--- src/sv/dlc_pkg.sv ---
// ----------------------------------------------------------------------------
// dlc_pkg
// Shared types, constants and code tables for the luma/chroma tile encoder.
// ----------------------------------------------------------------------------
package dlc_pkg;

    localparam int TILE_PIXELS = 16;
    localparam int DIV_BITS    = 17;

    localparam logic [6:0]        ALPHA_GATE = 7'd120;
    localparam logic [16:0]       LUMA_SCALE = 17'd65536;
    localparam logic [16:0]       KEY_SCALE  = 17'd24576;
    localparam logic signed [31:0] DITHER_LO = 32'sd64512;
    localparam logic signed [31:0] DITHER_HI = 32'sd66560;

    typedef enum logic [3:0] {
        S_LOAD,
        S_PIXEL,
        S_PREP,
        S_BLEND,
        S_DIVY_GO,
        S_DIVY_WAIT,
        S_DIVZ_GO,
        S_DIVZ_WAIT,
        S_QUANT,
        S_EMIT
    } state_t;

    typedef struct packed {
        logic [7:0]        y;
        logic signed [9:0] u;
        logic signed [9:0] v;
        logic signed [9:0] al;
        logic signed [9:0] z;
    } pixel_t;

    typedef struct packed {
        logic mul_en;
        logic dither_hi;
    } quant_ctrl_t;

    typedef struct packed {
        logic        done;
        logic [16:0] quotient;
    } div_status_t;

    function automatic logic [2:0] luma_code(input logic [3:0] idx);
        logic [2:0] c;
        case (idx)
            4'd0, 4'd1:   c = 3'd1;
            4'd2, 4'd3:   c = 3'd7;
            4'd4, 4'd5:   c = 3'd6;
            4'd6, 4'd7:   c = 3'd5;
            4'd8, 4'd9:   c = 3'd4;
            4'd10, 4'd11: c = 3'd3;
            4'd12, 4'd13: c = 3'd2;
            default:      c = 3'd0;
        endcase
        return c;
    endfunction

    function automatic logic [1:0] key_code(input logic [3:0] idx);
        logic [1:0] c;
        case (idx)
            4'd6, 4'd7:   c = 2'd2;
            4'd8, 4'd9:   c = 2'd3;
            4'd0, 4'd1, 4'd2, 4'd3, 4'd4, 4'd5: c = 2'd0;
            default:      c = 2'd1;
        endcase
        return c;
    endfunction

    // Chroma gain for near-grey, high-alpha pixels, by chroma distance.
    function automatic logic [4:0] boost_gain(input logic [5:0] d);
        logic [4:0] m;
        if (d inside {[6'd0:6'd4]})        m = 5'd16;
        else if (d inside {[6'd5:6'd8]})   m = 5'd8;
        else if (d inside {[6'd9:6'd11]})  m = 5'd5;
        else if (d inside {[6'd12:6'd15]}) m = 5'd4;
        else if (d inside {[6'd16:6'd20]}) m = 5'd3;
        else if (d inside {[6'd21:6'd31]}) m = 5'd2;
        else                               m = 5'd1;
        return m;
    endfunction

    function automatic logic [8:0] boost_alpha(input logic [5:0] d);
        logic [8:0] a;
        if (d == 6'd0)                     a = 9'd256;
        else if (d inside {[6'd1:6'd4]})   a = 9'd252;
        else if (d inside {[6'd5:6'd8]})   a = 9'd248;
        else if (d inside {[6'd9:6'd11]})  a = 9'd244;
        else if (d inside {[6'd12:6'd15]}) a = 9'd240;
        else if (d inside {[6'd16:6'd20]}) a = 9'd235;
        else if (d inside {[6'd21:6'd31]}) a = 9'd224;
        else                               a = 9'd192;
        return a;
    endfunction

endpackage

--- src/sv/dxt5_luma_chroma_block_encoder.sv ---
// ----------------------------------------------------------------------------
// dxt5_luma_chroma_block_encoder
// 4x4 RGBA tile to 16-byte luma/chroma-alpha block encoder.
// ----------------------------------------------------------------------------
// Pixels of a tile enter in raster order; each is captured, then converted
// and folded into the tile statistics before the next one is taken. After
// the 16th pixel the block stops taking pixels through setup, endpoint
// blending, two 17-step scale divisions on the shared bit-serial divider
// and index quantization of each pixel through the single shared
// multiplier. The 16 encoded bytes then leave one beat per cycle as the sink
// accepts them, and the next tile is taken after the last byte beat.
module dxt5_luma_chroma_block_encoder (
    input  logic       clk,
    input  logic       rst_n,
    input  logic       pix_valid,
    output logic       pix_ready,
    input  logic [7:0] red,
    input  logic [7:0] green,
    input  logic [7:0] blue,
    input  logic [7:0] alpha,
    output logic       byte_valid,
    input  logic       byte_ready,
    output logic [7:0] out_byte,
    output logic [3:0] byte_position,
    output logic       last_byte
);

    dlc_pkg::state_t      state_reg;
    dlc_pkg::state_t      state_next;
    dlc_pkg::pixel_t      pix;
    dlc_pkg::quant_ctrl_t qctrl;
    dlc_pkg::div_status_t div_stat;

    logic [7:0] red_reg, green_reg, blue_reg, alpha_reg;

    logic [3:0]        count_reg;
    logic [7:0]        luma_min_reg, luma_max_reg;
    logic signed [9:0] key_min_reg, key_max_reg;
    logic signed [9:0] low_ep_reg [3];
    logic signed [9:0] high_ep_reg [3];
    logic signed [13:0] sum_reg [3];
    logic [7:0]        low_q_reg [3];
    logic [7:0]        high_q_reg [3];
    logic [7:0]        ymid_reg, zmid_reg;
    logic [7:0]        deny_reg, denz_reg;
    logic [16:0]       sy_reg, sz_reg;
    logic [2:0]        step_reg;
    logic [3:0]        qidx_reg;
    logic [1:0]        qphase_reg;
    logic [47:0]       lbits_reg;
    logic [31:0]       kbits_reg;
    logic [3:0]        byte_cnt_reg;

    logic [7:0]        luma_mem [dlc_pkg::TILE_PIXELS];
    logic signed [9:0] key_mem [dlc_pkg::TILE_PIXELS];
    logic [7:0]        luma_rd_reg;
    logic signed [9:0] key_rd_reg;

    logic              div_start;
    logic [16:0]       div_dividend;
    logic [7:0]        div_divisor;
    logic signed [9:0] q_sample;
    logic [7:0]        q_mid;
    logic [16:0]       q_scale;
    logic [3:0]        q_index;

    // tile setup values
    logic [7:0]  kmin_c, kmax_c;
    logic [8:0]  ysum, zsum;
    logic [7:0]  ymid_c, zmid_c;

    // endpoint blend datapath
    logic [1:0]         comp;
    logic               is_high;
    logic signed [9:0]  ep_sel;
    logic signed [13:0] sum_sel;
    logic signed [16:0] ep_x, avg_x, blend, rounded;
    logic [7:0]         ep_out;
    logic [15:0]        word_lo, word_hi;

    dlc_pixel_conv u_conv (
        .red   (red_reg),
        .green (green_reg),
        .blue  (blue_reg),
        .alpha (alpha_reg),
        .pix   (pix)
    );

    dlc_divider u_div (
        .clk      (clk),
        .rst_n    (rst_n),
        .start    (div_start),
        .dividend (div_dividend),
        .divisor  (div_divisor),
        .status   (div_stat)
    );

    dlc_quant u_quant (
        .clk    (clk),
        .ctrl   (qctrl),
        .sample (q_sample),
        .mid    (q_mid),
        .scale  (q_scale),
        .index  (q_index)
    );

    // ---------------- next state ----------------
    always_comb
    begin
        state_next = state_reg;
        case (state_reg)
            dlc_pkg::S_LOAD:      if (pix_valid) state_next = dlc_pkg::S_PIXEL;
            dlc_pkg::S_PIXEL:     state_next = (count_reg == 4'd15) ? dlc_pkg::S_PREP
                                                                   : dlc_pkg::S_LOAD;
            dlc_pkg::S_PREP:      state_next = dlc_pkg::S_BLEND;
            dlc_pkg::S_BLEND:     if (step_reg == 3'd5) state_next = dlc_pkg::S_DIVY_GO;
            dlc_pkg::S_DIVY_GO:   state_next = dlc_pkg::S_DIVY_WAIT;
            dlc_pkg::S_DIVY_WAIT: if (div_stat.done) state_next = dlc_pkg::S_DIVZ_GO;
            dlc_pkg::S_DIVZ_GO:   state_next = dlc_pkg::S_DIVZ_WAIT;
            dlc_pkg::S_DIVZ_WAIT: if (div_stat.done) state_next = dlc_pkg::S_QUANT;
            dlc_pkg::S_QUANT:
                if (qphase_reg == 2'd3 && qidx_reg == 4'd15)
                    state_next = dlc_pkg::S_EMIT;
            dlc_pkg::S_EMIT:
                if (byte_ready && byte_cnt_reg == 4'd15)
                    state_next = dlc_pkg::S_LOAD;
            default:              state_next = dlc_pkg::S_LOAD;
        endcase
    end

    // ---------------- control outputs ----------------
    always_comb
    begin
        pix_ready        = 1'b0;
        byte_valid       = 1'b0;
        div_start        = 1'b0;
        div_dividend     = dlc_pkg::LUMA_SCALE;
        div_divisor      = deny_reg;
        qctrl.mul_en     = 1'b0;
        qctrl.dither_hi  = qidx_reg[0] ^ qidx_reg[2];
        q_sample         = $signed({2'b00, luma_rd_reg});
        q_mid            = ymid_reg;
        q_scale          = sy_reg;
        case (state_reg)
            dlc_pkg::S_LOAD:    pix_ready = 1'b1;
            dlc_pkg::S_DIVY_GO: div_start = 1'b1;
            dlc_pkg::S_DIVZ_GO:
            begin
                div_start    = 1'b1;
                div_dividend = dlc_pkg::KEY_SCALE;
                div_divisor  = denz_reg;
            end
            dlc_pkg::S_QUANT:
            begin
                qctrl.mul_en = (qphase_reg == 2'd1) || (qphase_reg == 2'd2);
                if (qphase_reg == 2'd2)
                begin
                    q_sample = key_rd_reg;
                    q_mid    = zmid_reg;
                    q_scale  = sz_reg;
                end
            end
            dlc_pkg::S_EMIT:    byte_valid = 1'b1;
            default:            pix_ready = 1'b0;
        endcase
    end

    // ---------------- setup and blend datapath ----------------
    always_comb
    begin
        kmin_c = key_min_reg[9] ? 8'd0 : (key_min_reg > 10'sd255 ? 8'd255 : key_min_reg[7:0]);
        kmax_c = key_max_reg[9] ? 8'd0 : (key_max_reg > 10'sd255 ? 8'd255 : key_max_reg[7:0]);
        ysum   = {1'b0, luma_min_reg} + {1'b0, luma_max_reg};
        zsum   = {1'b0, kmin_c} + {1'b0, kmax_c};
        ymid_c = ysum[8:1];
        zmid_c = zsum[8:1];

        is_high = (step_reg >= 3'd3);
        case (step_reg)
            3'd0, 3'd3: comp = 2'd0;
            3'd1, 3'd4: comp = 2'd1;
            default:    comp = 2'd2;
        endcase
        ep_sel  = is_high ? high_ep_reg[comp] : low_ep_reg[comp];
        sum_sel = sum_reg[comp];
        ep_x    = 17'(ep_sel);
        avg_x   = (17'(sum_sel) + 17'sd8) >>> 4;
        blend   = ((ep_x <<< 3) + (ep_x <<< 2) + ep_x + (avg_x <<< 1) + avg_x) >>> 4;
        // round to the field's step: 4 for v, 8 for u and alpha
        if (comp == 2'd1)
            rounded = (blend + 17'sd2) & ~17'sd3;
        else
            rounded = (blend + 17'sd4) & ~17'sd7;
        if (rounded < 0)
            ep_out = 8'd0;
        else if (rounded > 17'sd255)
            ep_out = 8'd255;
        else
            ep_out = rounded[7:0];

        word_lo = {low_q_reg[0][7:3], low_q_reg[1][7:2], low_q_reg[2][7:3]};
        word_hi = {high_q_reg[0][7:3], high_q_reg[1][7:2], high_q_reg[2][7:3]};

        case (byte_cnt_reg)
            4'd0:    out_byte = luma_max_reg;
            4'd1:    out_byte = luma_min_reg;
            4'd2:    out_byte = lbits_reg[7:0];
            4'd3:    out_byte = lbits_reg[15:8];
            4'd4:    out_byte = lbits_reg[23:16];
            4'd5:    out_byte = lbits_reg[31:24];
            4'd6:    out_byte = lbits_reg[39:32];
            4'd7:    out_byte = lbits_reg[47:40];
            4'd8:    out_byte = word_lo[7:0];
            4'd9:    out_byte = word_lo[15:8];
            4'd10:   out_byte = word_hi[7:0];
            4'd11:   out_byte = word_hi[15:8];
            4'd12:   out_byte = kbits_reg[7:0];
            4'd13:   out_byte = kbits_reg[15:8];
            4'd14:   out_byte = kbits_reg[23:16];
            default: out_byte = kbits_reg[31:24];
        endcase
    end

    assign byte_position = byte_cnt_reg;
    assign last_byte     = (byte_cnt_reg == 4'd15);

    // ---------------- control registers ----------------
    always_ff @(posedge clk or negedge rst_n)
    begin
        if (!rst_n)
        begin
            state_reg    <= dlc_pkg::S_LOAD;
            count_reg    <= 4'd0;
            luma_min_reg <= 8'd255;
            luma_max_reg <= 8'd0;
            key_min_reg  <= 10'sd255;
            key_max_reg  <= 10'sd0;
            for (int c = 0; c < 3; c++)
            begin
                low_ep_reg[c]  <= 10'sd255;
                high_ep_reg[c] <= 10'sd0;
                sum_reg[c]     <= 14'sd0;
            end
            step_reg     <= 3'd0;
            qidx_reg     <= 4'd0;
            qphase_reg   <= 2'd0;
            byte_cnt_reg <= 4'd0;
        end
        else
        begin
            state_reg <= state_next;
            case (state_reg)
                dlc_pkg::S_PIXEL:
                begin
                    count_reg <= count_reg + 4'd1;
                    if (pix.z < key_min_reg)
                    begin
                        key_min_reg   <= pix.z;
                        low_ep_reg[0] <= pix.u;
                        low_ep_reg[1] <= pix.v;
                        low_ep_reg[2] <= pix.al;
                    end
                    if (pix.z > key_max_reg)
                    begin
                        key_max_reg    <= pix.z;
                        high_ep_reg[0] <= pix.u;
                        high_ep_reg[1] <= pix.v;
                        high_ep_reg[2] <= pix.al;
                    end
                    if (pix.y < luma_min_reg) luma_min_reg <= pix.y;
                    if (pix.y > luma_max_reg) luma_max_reg <= pix.y;
                    sum_reg[0] <= sum_reg[0] + 14'(pix.u);
                    sum_reg[1] <= sum_reg[1] + 14'(pix.v);
                    sum_reg[2] <= sum_reg[2] + 14'(pix.al);
                end
                dlc_pkg::S_PREP:
                begin
                    step_reg   <= 3'd0;
                    qidx_reg   <= 4'd0;
                    qphase_reg <= 2'd0;
                end
                dlc_pkg::S_BLEND:
                    step_reg <= step_reg + 3'd1;
                dlc_pkg::S_QUANT:
                begin
                    qphase_reg <= qphase_reg + 2'd1;
                    if (qphase_reg == 2'd3)
                        qidx_reg <= qidx_reg + 4'd1;
                end
                dlc_pkg::S_EMIT:
                begin
                    if (byte_ready)
                    begin
                        byte_cnt_reg <= byte_cnt_reg + 4'd1;
                        // block leaves: drop the tile statistics
                        if (byte_cnt_reg == 4'd15)
                        begin
                            luma_min_reg <= 8'd255;
                            luma_max_reg <= 8'd0;
                            key_min_reg  <= 10'sd255;
                            key_max_reg  <= 10'sd0;
                            for (int c = 0; c < 3; c++)
                            begin
                                low_ep_reg[c]  <= 10'sd255;
                                high_ep_reg[c] <= 10'sd0;
                                sum_reg[c]     <= 14'sd0;
                            end
                        end
                    end
                end
                default:
                    count_reg <= count_reg;
            endcase
        end
    end

    // ---------------- payload registers and tile stores ----------------
    always_ff @(posedge clk)
    begin
        if (pix_valid && pix_ready)
        begin
            red_reg   <= red;
            green_reg <= green;
            blue_reg  <= blue;
            alpha_reg <= alpha;
        end
        if (state_reg == dlc_pkg::S_PIXEL)
        begin
            luma_mem[count_reg] <= pix.y;
            key_mem[count_reg]  <= pix.z;
        end
        luma_rd_reg <= luma_mem[qidx_reg];
        key_rd_reg  <= key_mem[qidx_reg];

        if (state_reg == dlc_pkg::S_PREP)
        begin
            ymid_reg <= ymid_c;
            zmid_reg <= zmid_c;
            deny_reg <= luma_max_reg - ymid_c + 8'd1;
            denz_reg <= kmax_c - zmid_c + 8'd1;
        end
        if (state_reg == dlc_pkg::S_BLEND)
        begin
            if (is_high)
                high_q_reg[comp] <= ep_out;
            else
                low_q_reg[comp] <= ep_out;
        end
        if (state_reg == dlc_pkg::S_DIVY_WAIT && div_stat.done)
            sy_reg <= div_stat.quotient;
        if (state_reg == dlc_pkg::S_DIVZ_WAIT && div_stat.done)
            sz_reg <= div_stat.quotient;
        if (state_reg == dlc_pkg::S_QUANT && qphase_reg == 2'd2)
            lbits_reg <= {dlc_pkg::luma_code(q_index), lbits_reg[47:3]};
        if (state_reg == dlc_pkg::S_QUANT && qphase_reg == 2'd3)
            kbits_reg <= {dlc_pkg::key_code(q_index), kbits_reg[31:2]};
    end

    // ---------------- assertions ----------------
    a_no_overlap: assert property (@(posedge clk) disable iff (!rst_n)
        !(pix_ready && byte_valid))
        else $error("pixel input open while bytes are pending");

    a_reopen: assert property (@(posedge clk) disable iff (!rst_n)
        (byte_valid && byte_ready && last_byte) |=> pix_ready)
        else $error("input not reopened after the last byte");

    a_scale_nonzero: assert property (@(posedge clk) disable iff (!rst_n)
        (state_reg == dlc_pkg::S_QUANT) |-> (sy_reg != 17'd0 && sz_reg != 17'd0))
        else $error("zero index scale during quantization");

    a_pixel_gap: assert property (@(posedge clk) disable iff (!rst_n)
        (pix_valid && pix_ready) |=> !pix_ready)
        else $error("pixel taken on back-to-back cycles");

endmodule

--- src/sv/dlc_pixel_conv.sv ---
// ----------------------------------------------------------------------------
// dlc_pixel_conv
// Converts one RGBA pixel to luma, chroma, alpha and the mixed sort key.
// ----------------------------------------------------------------------------
module dlc_pixel_conv (
    input  logic [7:0]      red,
    input  logic [7:0]      green,
    input  logic [7:0]      blue,
    input  logic [7:0]      alpha,
    output dlc_pkg::pixel_t pix
);

    logic signed [10:0] chroma_diff;
    logic signed [10:0] y_full;
    logic signed [9:0]  du;
    logic signed [9:0]  dv;
    logic [7:0]         abs_u;
    logic [7:0]         abs_v;
    logic [7:0]         chroma_dist;
    logic [4:0]         gain;
    logic signed [15:0] u_gain;
    logic signed [15:0] v_gain;
    logic signed [9:0]  u_val;
    logic signed [9:0]  v_val;
    logic signed [9:0]  a_val;
    logic signed [11:0] key_sum;

    always_comb
    begin
        chroma_diff = $signed({2'b00, green, 1'b0}) - $signed({3'b000, blue})
                    - $signed({3'b000, red});
        y_full = $signed({3'b000, green}) - (chroma_diff >>> 2);
        du     = $signed({2'b00, blue}) - $signed({2'b00, red});
        dv     = chroma_diff[10:1];
        abs_u  = du[9] ? 8'(-du) : du[7:0];
        abs_v  = dv[9] ? 8'(-dv) : dv[7:0];
        chroma_dist = (abs_v > abs_u) ? abs_v : abs_u;
        gain   = dlc_pkg::boost_gain(chroma_dist[5:0]);
        u_gain = du * $signed({1'b0, gain});
        v_gain = dv * $signed({1'b0, gain});

        u_val = du + 10'sd128;
        v_val = dv + 10'sd128;
        a_val = $signed({3'b000, alpha[7:1]});
        if (alpha[7:1] >= dlc_pkg::ALPHA_GATE)
        begin
            if (chroma_dist < 8'd64)
            begin
                u_val = u_gain[9:0] + 10'sd128;
                v_val = v_gain[9:0] + 10'sd128;
                a_val = $signed({1'b0, dlc_pkg::boost_alpha(chroma_dist[5:0])});
            end
            else if (chroma_dist < 8'd128)
            begin
                a_val = 10'sd192;
            end
            else
            begin
                u_val = (du >>> 1) + 10'sd128;
                v_val = (dv >>> 1) + 10'sd128;
                a_val = 10'sd128;
            end
        end

        key_sum = {{2{u_val[9]}}, u_val} + {v_val[9], v_val, 1'b0}
                + {{2{a_val[9]}}, a_val};

        pix.y  = y_full[7:0];
        pix.u  = u_val;
        pix.v  = v_val;
        pix.al = a_val;
        pix.z  = key_sum[11:2];
    end

endmodule

--- src/sv/dlc_divider.sv ---
// ----------------------------------------------------------------------------
// dlc_divider
// Restoring divider, one quotient bit per cycle, for the index scale factors.
// ----------------------------------------------------------------------------
module dlc_divider (
    input  logic                 clk,
    input  logic                 rst_n,
    input  logic                 start,
    input  logic [16:0]          dividend,
    input  logic [7:0]           divisor,
    output dlc_pkg::div_status_t status
);

    logic [4:0]  cnt_reg;
    logic [4:0]  cnt_next;
    logic        done_reg;
    logic        done_next;
    logic [16:0] work_reg;
    logic [16:0] work_next;
    logic [7:0]  rem_reg;
    logic [7:0]  rem_next;
    logic [7:0]  dsr_reg;
    logic [7:0]  dsr_next;
    logic [8:0]  shifted;

    always_comb
    begin
        shifted   = {rem_reg, work_reg[16]};
        cnt_next  = cnt_reg;
        done_next = 1'b0;
        work_next = work_reg;
        rem_next  = rem_reg;
        dsr_next  = dsr_reg;
        if (start)
        begin
            cnt_next  = 5'(dlc_pkg::DIV_BITS);
            work_next = dividend;
            rem_next  = 8'd0;
            dsr_next  = (divisor == 8'd0) ? 8'd1 : divisor;
        end
        else if (cnt_reg != 5'd0)
        begin
            cnt_next = cnt_reg - 5'd1;
            if (shifted >= {1'b0, dsr_reg})
            begin
                rem_next  = 8'(shifted - {1'b0, dsr_reg});
                work_next = {work_reg[15:0], 1'b1};
            end
            else
            begin
                rem_next  = shifted[7:0];
                work_next = {work_reg[15:0], 1'b0};
            end
            done_next = (cnt_reg == 5'd1);
        end
    end

    always_ff @(posedge clk or negedge rst_n)
    begin
        if (!rst_n)
        begin
            cnt_reg  <= 5'd0;
            done_reg <= 1'b0;
        end
        else
        begin
            cnt_reg  <= cnt_next;
            done_reg <= done_next;
        end
    end

    always_ff @(posedge clk)
    begin
        work_reg <= work_next;
        rem_reg  <= rem_next;
        dsr_reg  <= dsr_next;
    end

    assign status.done     = done_reg;
    assign status.quotient = work_reg;

endmodule

--- src/sv/dlc_quant.sv ---
// ----------------------------------------------------------------------------
// dlc_quant
// Shared scaling multiplier: (sample - mid) * scale, dithered, to a 0..15 index.
// ----------------------------------------------------------------------------
module dlc_quant (
    input  logic                 clk,
    input  dlc_pkg::quant_ctrl_t ctrl,
    input  logic signed [9:0]    sample,
    input  logic [7:0]           mid,
    input  logic [16:0]          scale,
    output logic [3:0]           index
);

    logic signed [10:0] diff;
    logic signed [28:0] prod_next;
    logic signed [28:0] prod_reg;
    logic               dither_reg;
    logic signed [31:0] biased;
    logic signed [31:0] scaled;

    always_comb
    begin
        diff      = $signed({sample[9], sample}) - $signed({3'b000, mid});
        prod_next = diff * $signed({1'b0, scale});
    end

    always_ff @(posedge clk)
    begin
        if (ctrl.mul_en)
        begin
            prod_reg   <= prod_next;
            dither_reg <= ctrl.dither_hi;
        end
    end

    always_comb
    begin
        biased = {{3{prod_reg[28]}}, prod_reg}
               + (dither_reg ? dlc_pkg::DITHER_HI : dlc_pkg::DITHER_LO);
        scaled = biased >>> 13;
        if (scaled < 0)
            index = 4'd0;
        else if (scaled > 32'sd15)
            index = 4'd15;
        else
            index = scaled[3:0];
    end

endmodule
--- config.mk ---
export PLATFORM = sky130hd
export DESIGN_NAME = dxt5_luma_chroma_block_encoder
export DESIGN_NICKNAME = d
export VERILOG_FILES = /design/src/sv/dlc_pkg.sv /design/src/sv/dxt5_luma_chroma_block_encoder.sv /design/src/sv/dlc_pixel_conv.sv /design/src/sv/dlc_divider.sv /design/src/sv/dlc_quant.sv
export SDC_FILE = /design/constraint.sdc
export NUM_CORES = 2
export LEC_CHECK = 0
export CORE_MARGIN = 1.5
export CORE_UTILIZATION = 25
export DETAILED_ROUTE_END_ITERATION = 10
export DONT_BUFFER_PORTS = 1
export SYNTH_ARGS = -nofsm -noshare
export SYNTH_HDL_FRONTEND = slang
export SYNTH_SLANG_ARGS = --single-unit
--- constraint.sdc ---
create_clock -name clk -period 13.5 [get_ports clk]
set_clock_uncertainty 0.05 [all_clocks]
set_input_delay 2.025 -clock clk [delete_from_list [all_inputs] [get_ports clk]]
set_output_delay 2.025 -clock clk [all_outputs]
set_load 0.01 [all_outputs]
=== After elaboration in Yosys (flattened, before gate mapping) ===
Memories as Yosys holds them, arrays and structs flattened. A register that Yosys moved wholly into a read port is not among the register bits.
Index checks and enable logic that the tools add are counted.
W data, S select, Z words.

* Register bits: 406
* Bits in latches: 0
* Memory bits (writable): 336
* Bits in read-only memories: 80
* Bits of input ports: 36
* Output and inout bits: 15
* Word-level logic and storage cells: 316
* Memories kept: 6

* Add/subtract/negate cells: 39
* $mul: 3
* Div/mod/pow operators: 0
* Magnitude comparators: 30
* Equal/unequal tests: 48
* Shift-type cells: 0
* Multiplexer cells: 114
* Bitwise operators: 2
* Reductions and logical operators: 36

{| class="wikitable"
|+ Memory list
! name !! depth !! bits a word !! read ports !! clocked after Yosys merged registers in !! write ports !! RTL line !! text
|-
| key_mem || 16 || 10 || 1 || 1 || 1 || dxt5_luma_chroma_block_encoder.sv:55 || <nowiki>logic signed [9:0] key_mem [dlc_pkg::TILE_PIXELS];</nowiki>
|-
| luma_mem || 16 || 8 || 1 || 1 || 1 || dxt5_luma_chroma_block_encoder.sv:54 || <nowiki>logic [7:0] luma_mem [dlc_pkg::TILE_PIXELS];</nowiki>
|-
| (no name shown) || 16 || 3 || 1 || 1 || 0 || dlc_pkg.sv:49 || <nowiki>case (idx)</nowiki>
|-
| (no name shown) || 16 || 2 || 1 || 1 || 0 || dlc_pkg.sv:64 || <nowiki>case (idx)</nowiki>
|-
| high_q_reg || 3 || 8 || 3 || 0 || 1 || dxt5_luma_chroma_block_encoder.sv:43 || <nowiki>logic [7:0] high_q_reg [3];</nowiki>
|-
| low_q_reg || 3 || 8 || 3 || 0 || 1 || dxt5_luma_chroma_block_encoder.sv:42 || <nowiki>logic [7:0] low_q_reg [3];</nowiki>
|}

{| class="wikitable"
|+ Operator list
! kind !! count
|-
| $mux W10 || 21
|-
| $mux W30 || 6
|-
| $mux W8 || 19
|-
| $pmux W30 S2 || 2
|-
| $pmux W8 S15 || 1
|-
| $mux W17 || 7
|-
| $mux W42 || 2
|-
| $pmux W42 S2 || 1
|-
| $mux W9 || 6
|-
| $eq A4 B4 Y1 const B || 12
|-
| $add A14 B10 Y14 || 3
|-
| $bmux W10 S2 || 2
|-
| $pmux W10 S2 || 2
|-
| $pmux W4 S10 || 1
|-
| $mux W4 || 9
|-
| $mux W5 || 7
|-
| $eq A4 B3 Y1 const B || 8
|-
| $pmux W8 S2 || 2
|-
| $sub A8 B8 Y8 || 4
|-
| $add A29 B18 Y30 || 1
|-
| $mul A11 B18 Y29 || 1
|-
| $bmux W14 S2 || 1
|-
| $mux W14 || 2
|-
| $ne A2 B2 Y1 const B || 11
|-
| 78 further kinds || 141
|}

=== Logic depth before layout (Yosys ltp) ===
* Depth after elaboration: 23
* Mapped depth: 64
* Gate-level depth less buffers: 59

=== Modules after synthesis ===
Synthesis repeated with hierarchy kept, for this count alone.

* Cell total of the unflattened synthesis: 4046
* Area total of the unflattened synthesis: 47067.6 um^2

{| class="wikitable"
|+ Modules (own cells, without submodules)
! module !! instances !! cells each !! area an instance (um^2) !! seq. area each (um^2)
|-
| dxt5_luma_chroma_block_encoder || 1 || 2283 || 31941.9 || 19343.6
|-
| dlc_quant || 1 || 826 || 7308.3 || 600.6
|-
| dlc_pixel_conv || 1 || 735 || 5649.2 || 0.0
|-
| dlc_divider || 1 || 202 || 2168.3 || 1061.0
|}

=== Worst setup path before layout ===
OpenSTA, ideal clock, no wires.

* Path kind: flip-flop to flip-flop
* Start: register blue_reg[1]
* End: register key_max_reg[2]
* Setup time: 69 ps
* Data arrival time: 12582 ps
* Data required time: 13381 ps
* Slack: 799 ps
* Stages on the path, launching flop included: 59
* Path buffers: 5
* Period minus slack after synthesis: 12701 ps
* Cell sequence: edfxtp_1 -> inv_1 -> ha_1 -> nor2b_1 -> o21a_1 -> o21ai_1 -> a21boi_0 -> nor2_1 -> xnor2_1 -> ha_1 -> inv_1 -> or4_1 -> o311a_1 -> buf_1 -> nand2_1 -> o21ai_0 -> xor2_1 -> ha_1 -> [23 not listed] -> and3_1 -> o211a_1 -> or4b_4 -> nand3_4 -> ha_1 -> ha_1 -> inv_1 -> nor2_1 -> nor2_1 -> o21ai_1 -> xor2_1 -> ha_1 -> o21a_1 -> nor3_1 -> o22ai_1 -> o21ai_1 -> clkbuf_1 -> a22o_1

{| class="wikitable"
|+ RTL lines
! element !! RTL line !! text
|-
| start: declaration || dxt5_luma_chroma_block_encoder.sv:34 || <nowiki>logic [7:0] red_reg, green_reg, blue_reg, alpha_reg;</nowiki>
|-
| start signal: assignment || dxt5_luma_chroma_block_encoder.sv:324 || <nowiki>blue_reg <= blue;</nowiki>
|-
| end signal: assignment || dxt5_luma_chroma_block_encoder.sv:265 || <nowiki>key_max_reg <= pix.z;</nowiki>
|-
| end: declaration || dxt5_luma_chroma_block_encoder.sv:38 || <nowiki>logic signed [9:0] key_min_reg, key_max_reg;</nowiki>
|}

==> metrics.md <==
| Metric | Value |
|---|---|
| CTS Buf Count | 79 |
| Comb pwr share | 0% |
| FF+latch count, synth | 731 |
| Synth async-reset ratio | 22.3% |
| CP arrival | 13.23 ns |
| Area grow syn2layout | 13.5% |
| Clk_lat worst skew | 0.68 ns |
| Nets | 4457 |
| H-tree levels | 3 |
| Worst Path Max Fanout | 34 |
| Drc violations | 0 |
| Hold_buf cts | 0 |
| Critical Path Source | blue_reg[1] |
| Startpoint Class | register |
| DR pass1 iterations | 7 |
| Period minus WS final | 12.76 ns |
| Finished Layout Cells | 6287 |
| Initial DRC count | 2088 |
| Final WL | 112 mm |
| Gr usage total | 12.1% |
| Routed len/inst | 17.8 um |
| Num rows | 155 |
| Status | finished clean |
| Worst path most repeated cell | ha_1 |
| Sequential share of power | 50.9% |
| Overflow after GRT | 0 |
| Clock Tree Buf Depth | 3 |
| Post-synth EDFFs | 542 |
| DR vias | 29300 |
| Min Hold Slack | 0.399 ns |
| Switch share | 20.6% |
| # IOs | 51 |
| Pleak | 20.3 nW |
| Relative slew slack | 22.1% |
| Detailed Place HPWL | 79.0 mm |
| Tightest Pin Transition | 1.16 ns |
| Cell count after synthesis | 3827 |
| Final-report hold violation count | 0 |
| Avg Cell Area, Syn | 11.8 sq um |
| Clock power share | 49.1% |
| Synth Cell Area | 45100 sq um |
| Core area | 179000 sq um |
| Setup crit end kind | register |
| Yosys Warn Count | 0 |
| Die Y | 428 um |
| P_sw | 0.000967 W |
| Fin crit share | 94.5% |
| Final setup margin | 0.741 ns |
| Place WS | 0.447 ns |
| Mapped Nets | 4420 |
| Internal power | 0.00373 W |
| Dominant synthesized flop cell | edfxtp_1 |
| Max Transition Viols Final | 0 |
| Overall power | 0.00470 W |
| Starting Density | 25.2% |
| VDD IR max | 0.0943 mV |
| Max FFs per register | 160 |
| Root Buffer | clkbuf_16 |
| PortBufs | 0 |
| Min-Delay Startpoint | lbits_reg[30] |
| Die footprint | 183000 sq um |
| Die Wd | 428 um |
| Number of vias per cell | 4.66 |
| Placed insts | 6136 |
| Largest net degree at the start of global routing | 164 |
| Vias in the first global route | 30000 |
| PD cells | 91.7 nW/um^2 |
| Antenna violations before repair | 22 |
| Wire length of the first global-routing pass | 175 mm |
| Share of layout cells above drive strength 1 | 11.6% |
| CTS clock-pin slew for the worst setup and hold paths | 0.06 ns |
| Final setup violation count | 0 |
| Max Cap Violations | 0 |
| TritonCTS clock tree | yes |
| WP data required | 13.98 ns |
| Antenna viol nets, final | 0 |
| Max Freq | 0.0784 GHz |
| FF-to-FF Start | blue_reg[1] |
| Unique cell type count in the Yosys netlist | 85 |
| # fillers | 18200 |
| CP max-delay cell | fa_1 |
| Biggest cell delay along the critical path | 0.54 ns |
| CP Class | reg2reg |
| Register area share after synthesis | 46.4% |
| Clk sinks | 731 |
| Path type of the worst min-delay path | reg2reg |
| RePlAce Congestion | 0.832 |
==> power groups by stage <==
| stage | Combinational [W] | Clock, W | Sequential, W |
|---|---|---|---|
| finish | 0.000000176 | 0.00231 | 0.00239 |
| global route | 0.000000176 | 0.00245 | 0.00239 |
| CTS | 0.000000173 | 0.00236 | 0.00239 |
| detailed placement | 0.000000172 | 0 | 0.00244 |
| global placement | 0.000000169 | 0 | 0.00244 |
| floorplan | 0.000000158 | 0 | 0.00244 |
==> path summary, 6_finish.rpt <==
check                                        to  slack [ns]  cells past startpoint
worst max-delay path            high_ep_reg[18]        0.74                     54
worst min-delay path              lbits_reg[27]        0.40                      0
worst max register to register  high_ep_reg[18]        0.74                     54
worst min register to register    lbits_reg[27]        0.40                      0
max in group asynchronous       luma_min_reg[3]       12.06                      0
min in group asynchronous           sum_reg[11]        1.00                      0
==> critical path: cells and delay by family (launching register included) <==
family	cells	cell delay, ns
and+or+nand+nor	9	1.83
xor gates and xnor gates	3	0.75
buffers and inverters	9	1.30
adders and majority gates	12	4.30
AOI/OAI and AO/OA	21	3.95
DFF	1	0.45
==> metal layers <==
metal | vias to the layer above | track usage (%) | wire [um]
met5 | - | 0 | 63
met3 | 194 | 2.04 | 5850
met2 | 722 | 20.7 | 54200
met1 | 14700 | 15.8 | 48600
li1 | 13600 | - | -
met4 | 10 | 3.43 | 3070
==> stage by stage <==
stage / TNS (ns) / util, % / cell area (sq um)
6_report: 0 / 28.6 / 51200
2_1_floorplan: 0 / - / 45100
5_1_grt: -0.0242 / 28.6 / 51200
3_3_place_gp: 0 / 27.1 / 48400
4_1_cts: 0 / 28.6 / 51100
3_5_place_dp: 0 / 27.1 / 48400
==> cell type report <==
| type | instances | area (sq um) | area share (%) |
|---|---|---|---|
| tap | 2355 | 2950 | 5.75 |
| inverter | 424 | 1600 | 3.12 |
| multi-input combinational | 2540 | 22300 | 43.5 |
| sequential | 731 | 20900 | 40.9 |
| clock inverter | 51 | 677 | 1.32 |
| antenna | 2 | 5.00 | 0.00977 |
| timing repair buffer | 88 | 668 | 1.30 |
| clock buffer | 96 | 2100 | 4.10 |
==> cells in the mapped netlist (59+ instances only) <==
master      n  area [sq um]
a21o_1     59           443
a21oi_1   170           851
clkbuf_1  108           405
dfrtp_1   123          3080
edfxtp_1  542         16300
fa_1      218          4360
ha_1      339          4240
inv_1     420          1580
mux2i_1    67           671
mux4_2    100          2250
nand2_1   317          1190
nor2_1    330          1240
o21ai_0   158           791
xnor2_1   120          1050
xor2_1     59           517
==> cells in the final DEF (no fill, tap or decap), types with 67 or more instances in the layout <==
| master | count |
|---|---|
| ha_1 | 339 |
| inv_1 | 420 |
| edfxtp_1 | 542 |
| nor2_1 | 316 |
| nand2_1 | 315 |
| o21ai_0 | 158 |
| xnor2_1 | 118 |
| mux2i_1 | 67 |
| clkbuf_16 | 79 |
| mux4_2 | 100 |
| dfrtp_1 | 121 |
| fa_1 | 218 |
| buf_4 | 86 |
| a21oi_1 | 169 |
==> what timing repair did <==
action,4_1_cts,5_1_grt
endpoints found under the setup margin,0,78
resized for setup,0,13
endpoints found under the hold margin,0,0
buffers inserted,0,2
==> cells by family (layout without fill, tap and decap cells) <==
logic type	Yosys count	after routing	synth area share (%)
buffers and inverters	556	659	4.68
flip-flops	731	731	46.4
AND/OR/NAND/NOR	892	892	8.70
other	0	2	0
adder cells (fa/ha/maj)	558	558	19.1
AO/OA/AOI/OAI	708	708	10.3
XOR/XNOR	179	179	3.47
multiplexers	203	203	7.38
No activity file was read; power rests on OpenSTA's default activity.
